[config.mk]
export PLATFORM = sky130hd
export DESIGN_NAME = obfc_sincos
export DESIGN_NICKNAME = d
export VERILOG_FILES = /design/src/obfc_pkg.sv /design/src/obfc_sincos.sv
export SDC_FILE = /design/constraint.sdc
export NUM_CORES = 1
export LEC_CHECK = 0
export BUFFER_PORTS_ARGS = -buffer_cell sky130_fd_sc_hd__buf_2
export CAP_MARGIN = 20
export CORE_MARGIN = 5
export CORE_UTILIZATION = 48
export CTS_BUF_LIST = sky130_fd_sc_hd__clkbuf_8
export DETAILED_ROUTE_END_ITERATION = 16
export SLEW_MARGIN = 20
export SYNTH_ARGS = -nofsm -noshare
export SYNTH_HDL_FRONTEND = slang
export SYNTH_SLANG_ARGS = --single-unit
[constraint.sdc]
create_clock -name aclk -period 9.15 [get_ports aclk]
set_clock_uncertainty 0.15 [all_clocks]
set_input_delay 1.83 -clock aclk [delete_from_list [all_inputs] [get_ports aclk]]
set_output_delay 1.83 -clock aclk [all_outputs]
set_load 0.1 [all_outputs]
[src/obfc_pkg.sv]
package obfc_pkg;

    // Decimation: every SKIP_FACTOR-th point of a cloud is scored.
    localparam int SKIP_FACTOR = 10;
    localparam int PHASE_W     = $clog2(SKIP_FACTOR + 1);

    // Configuration register indexes.
    localparam logic [2:0] CFG_OFFSET_X = 3'd0;
    localparam logic [2:0] CFG_OFFSET_Y = 3'd1;
    localparam logic [2:0] CFG_OFFSET_Z = 3'd2;
    localparam logic [2:0] CFG_ANGLE_X  = 3'd3;
    localparam logic [2:0] CFG_ANGLE_Y  = 3'd4;
    localparam logic [2:0] CFG_ANGLE_Z  = 3'd5;
    localparam logic [2:0] CFG_SIGMA    = 3'd6;

    localparam logic [19:0] SIGMA_RESET = 20'd1638;

    // Sine and cosine engine, degrees in Q16, vector in Q24.
    localparam logic signed [26:0] CORDIC_GAIN = 27'sd10188014;
    localparam logic signed [25:0] DEG_90      = 26'sd5898240;
    localparam logic signed [25:0] DEG_180     = 26'sd11796480;
    localparam logic signed [17:0] TERM_ONE    = 18'sd65536;

    // Box half-sizes in mm Q16.
    localparam logic signed [36:0] HALF_X = 37'sd3932160;
    localparam logic signed [36:0] HALF_Y = 37'sd1310720;
    localparam logic signed [36:0] HALF_Z = 37'sd196608;

    localparam logic [62:0] SUM_MAX = {63{1'b1}};

    typedef struct packed {
        logic signed [31:0] point_x;
        logic signed [31:0] point_y;
        logic signed [31:0] point_z;
        logic               last_point;
    } in_word_t;

    typedef struct packed {
        logic [62:0] chi2_sum;
        logic [31:0] points_used;
    } out_word_t;

    function automatic logic signed [25:0] atan_deg(input logic [3:0] i);
        logic signed [25:0] r;
        case (i)
            4'd0:    r = 26'sd2949120;
            4'd1:    r = 26'sd1740967;
            4'd2:    r = 26'sd919879;
            4'd3:    r = 26'sd466945;
            4'd4:    r = 26'sd234379;
            4'd5:    r = 26'sd117304;
            4'd6:    r = 26'sd58666;
            4'd7:    r = 26'sd29335;
            4'd8:    r = 26'sd14668;
            4'd9:    r = 26'sd7334;
            4'd10:   r = 26'sd3667;
            4'd11:   r = 26'sd1833;
            4'd12:   r = 26'sd917;
            4'd13:   r = 26'sd458;
            4'd14:   r = 26'sd229;
            default: r = 26'sd115;
        endcase
        return r;
    endfunction

endpackage

[src/obfc_sincos.sv]
module obfc_sincos (
    input  logic               aclk,
    input  logic               aresetn,
    input  logic               start,
    input  logic signed [24:0] angle,
    output logic               done,
    output logic signed [17:0] cos_term,
    output logic signed [17:0] sin_term
);

    logic               busy_reg, busy_next;
    logic               done_reg, done_next;
    logic [3:0]         iter_reg, iter_next;
    logic signed [26:0] x_reg, x_next;
    logic signed [26:0] y_reg, y_next;
    logic signed [25:0] z_reg, z_next;
    logic               neg_reg, neg_next;
    logic signed [25:0] z_in;

    // Round Q24 to Q16, clamp to plus or minus one and fold the half-turn sign back in.
    function automatic logic signed [17:0] to_term(input logic signed [26:0] v,
                                                   input logic neg);
        logic signed [26:0] r;
        r = (v + 27'sd128) >>> 8;
        if (r > 27'sd65536) begin
            r = 27'sd65536;
        end else if (r < -27'sd65536) begin
            r = -27'sd65536;
        end
        if (neg) begin
            r = -r;
        end
        return r[17:0];
    endfunction

    always_comb begin
        z_in      = 26'(angle);
        busy_next = busy_reg;
        done_next = 1'b0;
        iter_next = iter_reg;
        x_next    = x_reg;
        y_next    = y_reg;
        z_next    = z_reg;
        neg_next  = neg_reg;
        if (start) begin
            busy_next = 1'b1;
            iter_next = 4'd0;
            x_next    = obfc_pkg::CORDIC_GAIN;
            y_next    = 27'sd0;
            neg_next  = 1'b0;
            z_next    = z_in;
            if (z_in > obfc_pkg::DEG_90) begin
                z_next   = z_in - obfc_pkg::DEG_180;
                neg_next = 1'b1;
            end else if (z_in < -obfc_pkg::DEG_90) begin
                z_next   = z_in + obfc_pkg::DEG_180;
                neg_next = 1'b1;
            end
        end else if (busy_reg) begin
            if (!z_reg[25]) begin
                x_next = x_reg - (y_reg >>> iter_reg);
                y_next = y_reg + (x_reg >>> iter_reg);
                z_next = z_reg - obfc_pkg::atan_deg(iter_reg);
            end else begin
                x_next = x_reg + (y_reg >>> iter_reg);
                y_next = y_reg - (x_reg >>> iter_reg);
                z_next = z_reg + obfc_pkg::atan_deg(iter_reg);
            end
            iter_next = iter_reg + 4'd1;
            if (iter_reg == 4'd15) begin
                busy_next = 1'b0;
                done_next = 1'b1;
            end
        end
    end

    always_ff @(posedge aclk) begin
        if (!aresetn) begin
            busy_reg <= 1'b0;
            done_reg <= 1'b0;
            iter_reg <= 4'd0;
        end else begin
            busy_reg <= busy_next;
            done_reg <= done_next;
            iter_reg <= iter_next;
        end
        x_reg   <= x_next;
        y_reg   <= y_next;
        z_reg   <= z_next;
        neg_reg <= neg_next;
    end

    assign done     = done_reg;
    assign cos_term = to_term(x_reg, neg_reg);
    assign sin_term = to_term(y_reg, neg_reg);

endmodule
# After elaboration in Yosys (flattened, before gate mapping)
# Memory sizes are Yosys's and may differ from the RTL's. A register that Yosys moved wholly into a read port is not among the register bits.
# Cells that the tools add are included.
# Widths: inputs -> output; s select.
[totals] output_inout_bits=37 n_memories=2 register_bits=87 romBits=704 elab_cells=64
[classes] n_bitwise=2 n_mux=28 eq_ne=1 n_reduce_logical=3 addsub=13 magnitude_cmp=6 shift=2
[memory_table] name="(no name shown)" depth=16 word_bits=22 read_ports=1 rd_clocked_by_memory_dff=1 wr=0 line_no="obfc_pkg.sv:45" source="case (i)"
[memory_table] name="(no name shown)" depth=16 word_bits=22 read_ports=1 rd_clocked_by_memory_dff=1 wr=0 line_no="obfc_pkg.sv:45"
[ops] operator="$mux 26" count=11
[ops] operator="$mux 18" count=6
[ops] operator="$add 27x27->27" count=2
[ops] operator="$add 27x9->27 const B" count=2
[ops] operator="$mux 27" count=2
[ops] operator="$sshr 27x4->27" count=2
[ops] operator="$sub 27x27->27" count=2
[ops] operator="$gt 19x18->1 const B" count=2
[ops] operator="$lt 19x17->1 const B" count=2
[ops] operator="$neg 18->18" count=2
[ops] operator="$add 25x25->26 const B" count=1
[ops] operator="$add 26x26->26" count=1
[ops] operator="$sub 25x25->26 const B" count=1
[ops] operator="$sub 26x26->26" count=1
[ops] operator="$gt 25x24->1 const B" count=1
[ops] operator="$lt 25x24->1 const B" count=1
[ops] operator="$mux 4" count=4
[ops] operator="$mux 1" count=5
[ops] operator="$add 4x1->4 const B" count=1
[ops] operator="$eq 4x4->1 const B" count=1
[ops] operator="$reduce_or 3->1" count=1
[ops] operator="$not 1->1" count=2
[ops] operator="$reduce_bool 2->1" count=1
[ops] operator="$reduce_or 2->1" count=1

# Depth between registers and ports, before layout
# Gate-level depths: netlist (run 1).
[depth] depth_word=7 mapped_depth=32 depth_no_buf=26

# Worst setup path before layout (run 1)
# No wires, ideal clock.
[synth_path] kind="reg2out" startpoint="register y_reg[8]" endpoint="output port sin_term[8]" stages_incl_launch_ff=20 arrival_time_ps=6269 setup_slack_ps=901 required_time_ps=7170 n_path_buf=3 cell_sequence="dfxtp_1 -> ha_1 -> clkbuf_1 -> and3_1 -> clkbuf_1 -> nand3_1 -> xor2_1 -> nand4_1 -> or3_1 -> or2_1 -> o311ai_1 -> clkbuf_1 -> nand2_1 -> ha_1 -> nand3b_1 -> or2_2 -> o21ai_0 -> nor2_1 -> nor2_1 -> a211oi_1"
[synth_between] elab_chain_len=6 elab_cells_between_ends=7 cone_classes="add/sub (2); order compare (2); mux (3)"
[synth_lines] item="from (decl)" line_no="obfc_sincos.sv:15" source="logic signed [26:0] y_reg, y_next;"
[synth_lines] item="from (signal assigned)" line_no="obfc_sincos.sv:88" source="y_reg <= y_next;"
[synth_lines] item="$add 27x9->27 *" line_no="obfc_sincos.sv:24" source="r = (v + 27'sd128) >>> 8;"
[synth_lines] item="$lt 19x17->1" line_no="obfc_sincos.sv:27" source="end else if (r < -27'sd65536) begin"
[synth_lines] item="$mux 18" line_no="obfc_sincos.sv:27"
[synth_lines] item="$mux 18 *" line_no="obfc_sincos.sv:25" source="if (r > 27'sd65536) begin"
[synth_lines] item="$neg 18->18" line_no="obfc_sincos.sv:31" source="r = -r;"
[synth_lines] item="$mux 18 *" line_no="obfc_sincos.sv:30" source="if (neg) begin"
[synth_lines] item="to (decl)" line_no="obfc_sincos.sv:8" source="output logic signed [17:0] sin_term"
# Mark *: on every way between the ends. The rest lies on a longest branch, timed or not.

# Worst setup path after layout (run 1)
[layout_path] startpoint="register y_reg[11]" endpoint="output port sin_term[2]"
# The elaborated chain is that of the path after synthesis.

==> results of run 1 <==
[worst max-delay path: stages (launching register included)]
cell and delay (ns):
dfxtp_1 0.80, nand3_1 0.41, nor4_2 0.84, and3_1 0.32
nand3_1 0.12, xnor2_1 0.35, o311ai_1 0.16, buf_4 0.20
nand2_1 0.10, ha_1 0.30, nand3b_1 0.13, or2_2 0.35
o21ai_0 0.32, nor2_1 0.13, xor2_1 0.16, buf_2 0.44
[synth_stat cells (40+ instances only)]
library cell  count
a21oi_1         185
a31oi_1          40
clkbuf_1        103
dfxtp_1          82
ha_1             99
inv_1            63
mux2i_1          48
mux4_2           61
nand2_1         226
nand3_1          55
nor2_1          195
nor3_1           62
o21ai_0         121
xnor2_1          94
xor2_1           86
[through the flow]
step,instances,util
6_report,2464,0.502
3_3_place_gp,2448,0.496
4_1_cts,2464,0.502
3_5_place_dp,2448,0.496
5_1_grt,2464,0.502
2_1_floorplan,2077,-
[worst min path at each step]
| stage | from | end | cells after the start |
|---|---|---|---|
| 3_3_place_gp | y_reg[0]$_SDFFE_PP0P_ | y_reg[0]$_SDFFE_PP0P_ | 2 |
| 6_report | y_reg[0]$_SDFFE_PP0P_ | y_reg[0]$_SDFFE_PP0P_ | 2 |
| 2_1_floorplan | y_reg[0]$_SDFFE_PP0P_ | y_reg[0]$_SDFFE_PP0P_ | 2 |
| 4_1_cts | y_reg[0]$_SDFFE_PP0P_ | y_reg[0]$_SDFFE_PP0P_ | 2 |
| 5_1_grt | y_reg[0]$_SDFFE_PP0P_ | y_reg[0]$_SDFFE_PP0P_ | 2 |
| 3_5_place_dp | y_reg[0]$_SDFFE_PP0P_ | y_reg[0]$_SDFFE_PP0P_ | 2 |
[per-layer routing]
| layer | vias up | track usage | share of wire |
|---|---|---|---|
| li1 | 7507 | - | - |
| met1 | 7326 | 0.339 | 0.43 |
| met2 | 484 | 0.455 | 0.48 |
| met3 | 64 | 0.0247 | 0.049 |
| met4 | 2 | 0.0862 | 0.032 |
| met5 | - | 0 | 0.00027 |
[area by class of cell]
cell class              instances  area [sq um]  share of cell area
well taps                     442           553              0.0339
clock inverters                 7          83.8             0.00514
clock buffers                   9           124             0.00760
multi-input cells            1753         12400               0.761
flip-flops and latches        109          2470               0.151
inverters                      67           251              0.0154
repair buffers                 77           420              0.0258
[kinds of logic after synthesis]
logic type      after synthesis  share of synthesized area
xor+xnor                    180                     0.0999
compound gates              595                      0.235
fa+ha+maj                   102                     0.0823
buf+inv                     215                     0.0594
flops                       109                      0.155
mux                         146                      0.147
simple gates                730                      0.221
[layout by cell type (no fill, tap or decap), types with 14 or more instances in the layout]
cell type | synthesis | final
mux2_2 | 18 | 18
nor4_1 | 18 | 17
nand4_1 | 20 | 20
mux2_1 | 15 | 15
buf_4 | 3 | 14
dfxtp_1 | 82 | 77
a31oi_1 | 40 | 40
xor2_1 | 86 | 86
o21ai_0 | 121 | 121
nor2b_1 | 17 | 17
buf_2 | 17 | 63
xnor2_1 | 94 | 94
nand2b_1 | 24 | 24
inv_1 | 63 | 64
nand2_1 | 226 | 226
nor3_1 | 62 | 62
o21bai_1 | 17 | 17
mux4_2 | 61 | 61
and2_1 | 20 | 20
a21oi_1 | 185 | 185
nor2_1 | 195 | 195
nand3_1 | 55 | 55
ha_1 | 99 | 99
o211ai_1 | 20 | 20
a211oi_1 | 30 | 30
a21o_1 | 33 | 33
o31ai_1 | 21 | 21
mux2i_1 | 48 | 48
edfxtp_1 | 27 | 27
o21a_1 | 22 | 22
and3_1 | 21 | 21
or3_1 | 15 | 15
==> results.cfg, run 1 <==
[floorplanning]
num_rows = 66
floorplan_die_height_microns = 191
die_width_microns = 191
floorplan.core_area_sq_um = 32500
floorplan.initialDensity = 0.486
dieArea_sq_um = 36600
io_pins = 65

[synth]
register_area_share_after_synthesis = 0.155
mappedNetlistArea_sq_um = 15800
yosysWarnings = 0
postSynthNetCount = 2207
yosysUniqueCellTypes = 89
synth-main-ff-cell = dfxtp_1
netlist_instances = 2077
avgSynthCellArea_sq_um = 7.60
synth_async_sr_flop_share = 0
count_of_state_elements_after_synthesis = 109
synth_top_cell_by_area = dfxtp_1
top_post_synthesis_cells_by_area = dfxtp_1 10%, mux4_2 8.7%, ha_1 7.9%
synth_enable_flop_cells = 27
netlist.area_leader.share = 0.104

[cells_and_area]
finalNetCount = 2147
finish.instance_area_sq_um = 16300
area_growth_pct = 3.36
drive_above_1_share = 0.104
n_antenna_cell = 0
fill_cells = 3246

[sta]
timing.final.ws_setup_ns = 1.60
max_freq_mhz = 132
period_minus_slack_ns = 7.55
slew_headroom = 0.352
timing_worst_slew_pin_value_ns = 0.971
drv_slew = 0
setup_viol_count_final = 0
grt_setup_unrepaired = no
worst_hold_slack_ns = 0.357
timing.setup.tns_ns = 0
final_clock_period_utilization_by_the_worst_path = 0.825
hold_viol_final = 0

[critical_path]
number_of_cell_instances_on_the_worst_register_to_register_path = 21
critical_path_peak_fanout = 19
crit_start = y_reg[11]$_SDFFE_PP0P_
worstSetupPathType = reg2out
worst_setup_path_end_kind = output pin
worst-endpoint-arrival_ns = 5.57
required_ns = 7.17
worstSetupEndpoint = sin_term[2]
reg_to_reg_setup_timing_slack_ns = 2.61
worstReg2RegStart = iter_reg[3]$_SDFFE_PP0P_
worstSetupStartpointType = flip-flop
rr_endpoint = y_reg[26]$_SDFFE_PP0P_

[clock_network]
clock_sink_count = 109
post-cts-setup-buffer-count = 0
clk_transition_reported_paths_ns = 0.12
clock_insertion_delay_worst_skew_ns = 0.45
cts.hold.buffers_added = 0
clock_tree.htree_level_count = 3
cts-root-to-sink-buffers = 2
post_cts.resized_instances = 0
ctsRootBufferMaster = clkbuf_8
cts_buffers = 9
tritoncts_clock_tree = done

[routing]
wire_length_per_cell_after_detailed_routing_microns = 19.6
drt_pass1_iterations = 6
drc = 0
detailed_route_wl_mm = 48.4
vias = 15400
antenna_left = 0
drt-initial-drc-count = 1316
vias_per_cell = 6.24

[placement]
gpl.final_weighted_congestion = 0.924
hpwl_mm = 35.9
post-place-ws_ns = 2.14
detailed_place.area_sq_um = 16100
port_buffers = 64

[status]
outcome = finished, final reports clean

[global_route]
grt_antenna_before_repair = 1
grt_first_pass_wirelength_mm = 77.6
grt_pass1_vias = 14400
grtUsageTotal = 0.261
grt-ovfl-total = 0
largest_net_degree_at_the_start_of_global_routing = 77

[min_path]
worst_hold_path_type = reg2reg

[run]
timing.max_cap.violations = 0
Power of run 1 is left out: the tool's default activity adds up to more than one toggle a clock period on the data nets, which glitch-free logic cannot reach.
==> run 2, diff against run 1 <==
==> constraint.sdc (replaced) <==
create_clock -name aclk -period 7.4 [get_ports aclk]
set_clock_uncertainty 0.15 [all_clocks]
set_input_delay 1.48 -clock aclk [delete_from_list [all_inputs] [get_ports aclk]]
set_output_delay 1.48 -clock aclk [all_outputs]
set_load 0.1 [all_outputs]
==> run 2 against run 1 <==
Net effect:
- worst hold slack got worse by 0.0062 ns
- highest routed layer is now met4
- die area unchanged
- register-to-register slack got worse by 1.5 ns
- via count increased by 0.18%
- first-iteration DRC count increased by 3.0%
- sequential share of layout area decreased by 0.096 points
- global-route usage decreased by 0.36 points
- final area increased by 0.64%
- clock-buffer cell count unchanged
==> results.cfg, run 2 (synthesis results as in run 1) <==
[global_route]
grt_pass1_vias = 14600
routing_layer_with_the_top_usage_in_global_route = met2
grtUsageTotal = 0.257
largest_net_degree_at_the_start_of_global_routing = 66
grt_first_pass_wirelength_mm = 76.8
global_route.usage.met3 = 0.0230
gr-usage-met1 = 0.331
grt_antenna_before_repair = 0
groute.layer.met2.usage = 0.447
grt-ovfl-total = 0

[sta]
hold_viol_final = 0
final_clock_period_utilization_by_the_worst_path = 0.943
drv_slew = 0
max_freq_mhz = 143
grt_setup_unrepaired = no
slew_headroom = 0.369
setup_viol_count_final = 0
timing_worst_slew_pin_value_ns = 0.945
period_minus_slack_ns = 6.98
timing.setup.tns_ns = 0

[clock_network]
clock_insertion_delay_worst_skew_ns = 0.42
clock_tree.htree_level_count = 3
clk_transition_reported_paths_ns = 0.11
tritoncts_clock_tree = done
cts-root-to-sink-buffers = 2
ctsRootBufferMaster = clkbuf_8
cts.hold.buffers_added = 0
post_cts.resized_instances = 0
cts_buffers = 9
clock_sink_count = 109
post-cts-setup-buffer-count = 0

[cells_and_area]
fill_cells = 3243
layout_common_cells = 226 x nand2_1, 195 x nor2_1, 185 x a21oi_1, 120 x o21ai_0, 99 x ha_1
n_antenna_cell = 0
register_area_sq_um = 2470
area_growth_pct = 4.02
drive_above_1_share = 0.109
finalNetCount = 2157
layout.cells.most_common = nand2_1
multi_input_area_sq_um = 12400

[min_path]
hold_end = y_reg[0]$_SDFFE_PP0P_
worst_hold_startpoint = y_reg[0]$_SDFFE_PP0P_
min_delay_path_depth = 2
worst_hold_path_type = reg2reg

[floorplanning]
floorplan_die_height_microns = 191
num_rows = 66
floorplan.core_area_sq_um = 32500
dieArea_sq_um = 36600
die_width_microns = 191
io_pins = 65
floorplan.initialDensity = 0.486

[critical_path]
worstReg2RegStart = iter_reg[1]$_SDFFE_PP0P_
worstPathCellList = and4_1 -> nand3_1 -> nor2_1 -> o21ai_0 -> a32oi_1 -> o21ai_0 -> a2bb2oi_2 -> nand2b_1 -> ha_1 -> inv_1 -> o21ai_0 -> o31ai_1 -> a31oi_1 -> buf_2
critPathSlowestCell = dfxtp_1
critical_path_peak_fanout = 25
most_used_cell_cp = o21ai_0
required_ns = 5.77
critical_path.top_delay_family = compound AO/OA/AOI/OAI gates
worstSetupPathType = reg2out
worst-endpoint-arrival_ns = 5.35
path_buf_inv = 2
number_of_cell_instances_on_the_worst_register_to_register_path = 23
rr_endpoint = y_reg[25]$_SDFFE_PP0P_
worstSetupStartpointType = flip-flop
worst_setup_path_end_kind = output pin
critical-path-max-stage-delay_ns = 0.85
reg_to_reg_setup_timing_slack_ns = 1.06

[routing]
antenna_left = 0
wire_length_per_cell_after_detailed_routing_microns = 19.4
drc = 0
vias_per_cell = 6.23
drt-initial-drc-count = 1355
detailed_route_wl_mm = 48.0
drt_pass1_iterations = 6
vias = 15400

[run]
timing.max_cap.violations = 0

[status]
outcome = finished, final reports clean

[placement]
hpwl_mm = 35.5
gpl.final_weighted_congestion = 0.935
port_buffers = 64
## run 2: cell count changes in the layout (fill, tap and decap cells not counted), sizes merged
cell,change
bufinv,-1
clkinvlp,-1
buf,+10
clkinv,+2
## run 2: cell type report
cell class / instances / share of cell area
repair buffers: 87 / 0.0337
well taps: 442 / 0.0337
multi-input cells: 1753 / 0.756
inverters: 67 / 0.0153
clock buffers: 9 / 0.00755
flip-flops and latches: 109 / 0.150
clock inverters: 7 / 0.00358
## run 2: worst max-delay path by stage
stage                                      start  depth (start not counted)           end
after CTS                 x_reg[12]$_SDFFE_PP1P_                         14   cos_term[6]
after global routing      x_reg[14]$_SDFFE_PP1P_                         14   cos_term[6]
after detailed placement  x_reg[12]$_SDFFE_PP1P_                         14   cos_term[6]
after floorplan            y_reg[8]$_SDFFE_PP0P_                         19   sin_term[6]
after global placement    x_reg[12]$_SDFFE_PP1P_                         15  cos_term[12]
final                     x_reg[14]$_SDFFE_PP1P_                         14   cos_term[6]
## run 2: worst reg2reg max path: stages (launching register included)
cell and delay, ns:
dfxtp_4 0.89, mux4_2 0.61, nand2_1 0.07, o21ai_0 0.11
nor2_1 0.13, a21oi_1 0.06, inv_1 0.08, ha_1 0.18
a21bo_2 0.22, and4bb_1 0.31, and4_1 0.37, a21oi_1 0.12
xnor2_1 0.29, ha_1 0.37, a21o_1 0.22, a21o_1 0.17
a21oi_1 0.15, o21ai_0 0.15, a221oi_1 0.43, a21o_1 0.20
a21boi_0 0.12, o21ai_0 0.19, mux2_2 0.35, a311o_1 0.31
## run 2: metal layers
layer  routed length (microns)  up-vias  share of wire
met2                     23100      473           0.48
li1                          -     7524              -
met5                         0        -              0
met3                      2310       80          0.048
met4                      1750        0          0.037
met1                     20900     7333           0.43
## run 2: metrics by stage
stage                util  setup slack (ns)  area [sq um]  cells  hold WS, ns
floorplan               -             0.250         15800   2077        0.316
global placement    0.500              1.08         16200   2458        0.335
detailed placement  0.500             0.976         16200   2458        0.337
CTS                 0.506             0.492         16400   2474        0.352
global route        0.506            0.0528         16400   2474        0.370
finish              0.506             0.422         16400   2474        0.351
Power of run 2 is left out for the same reason.
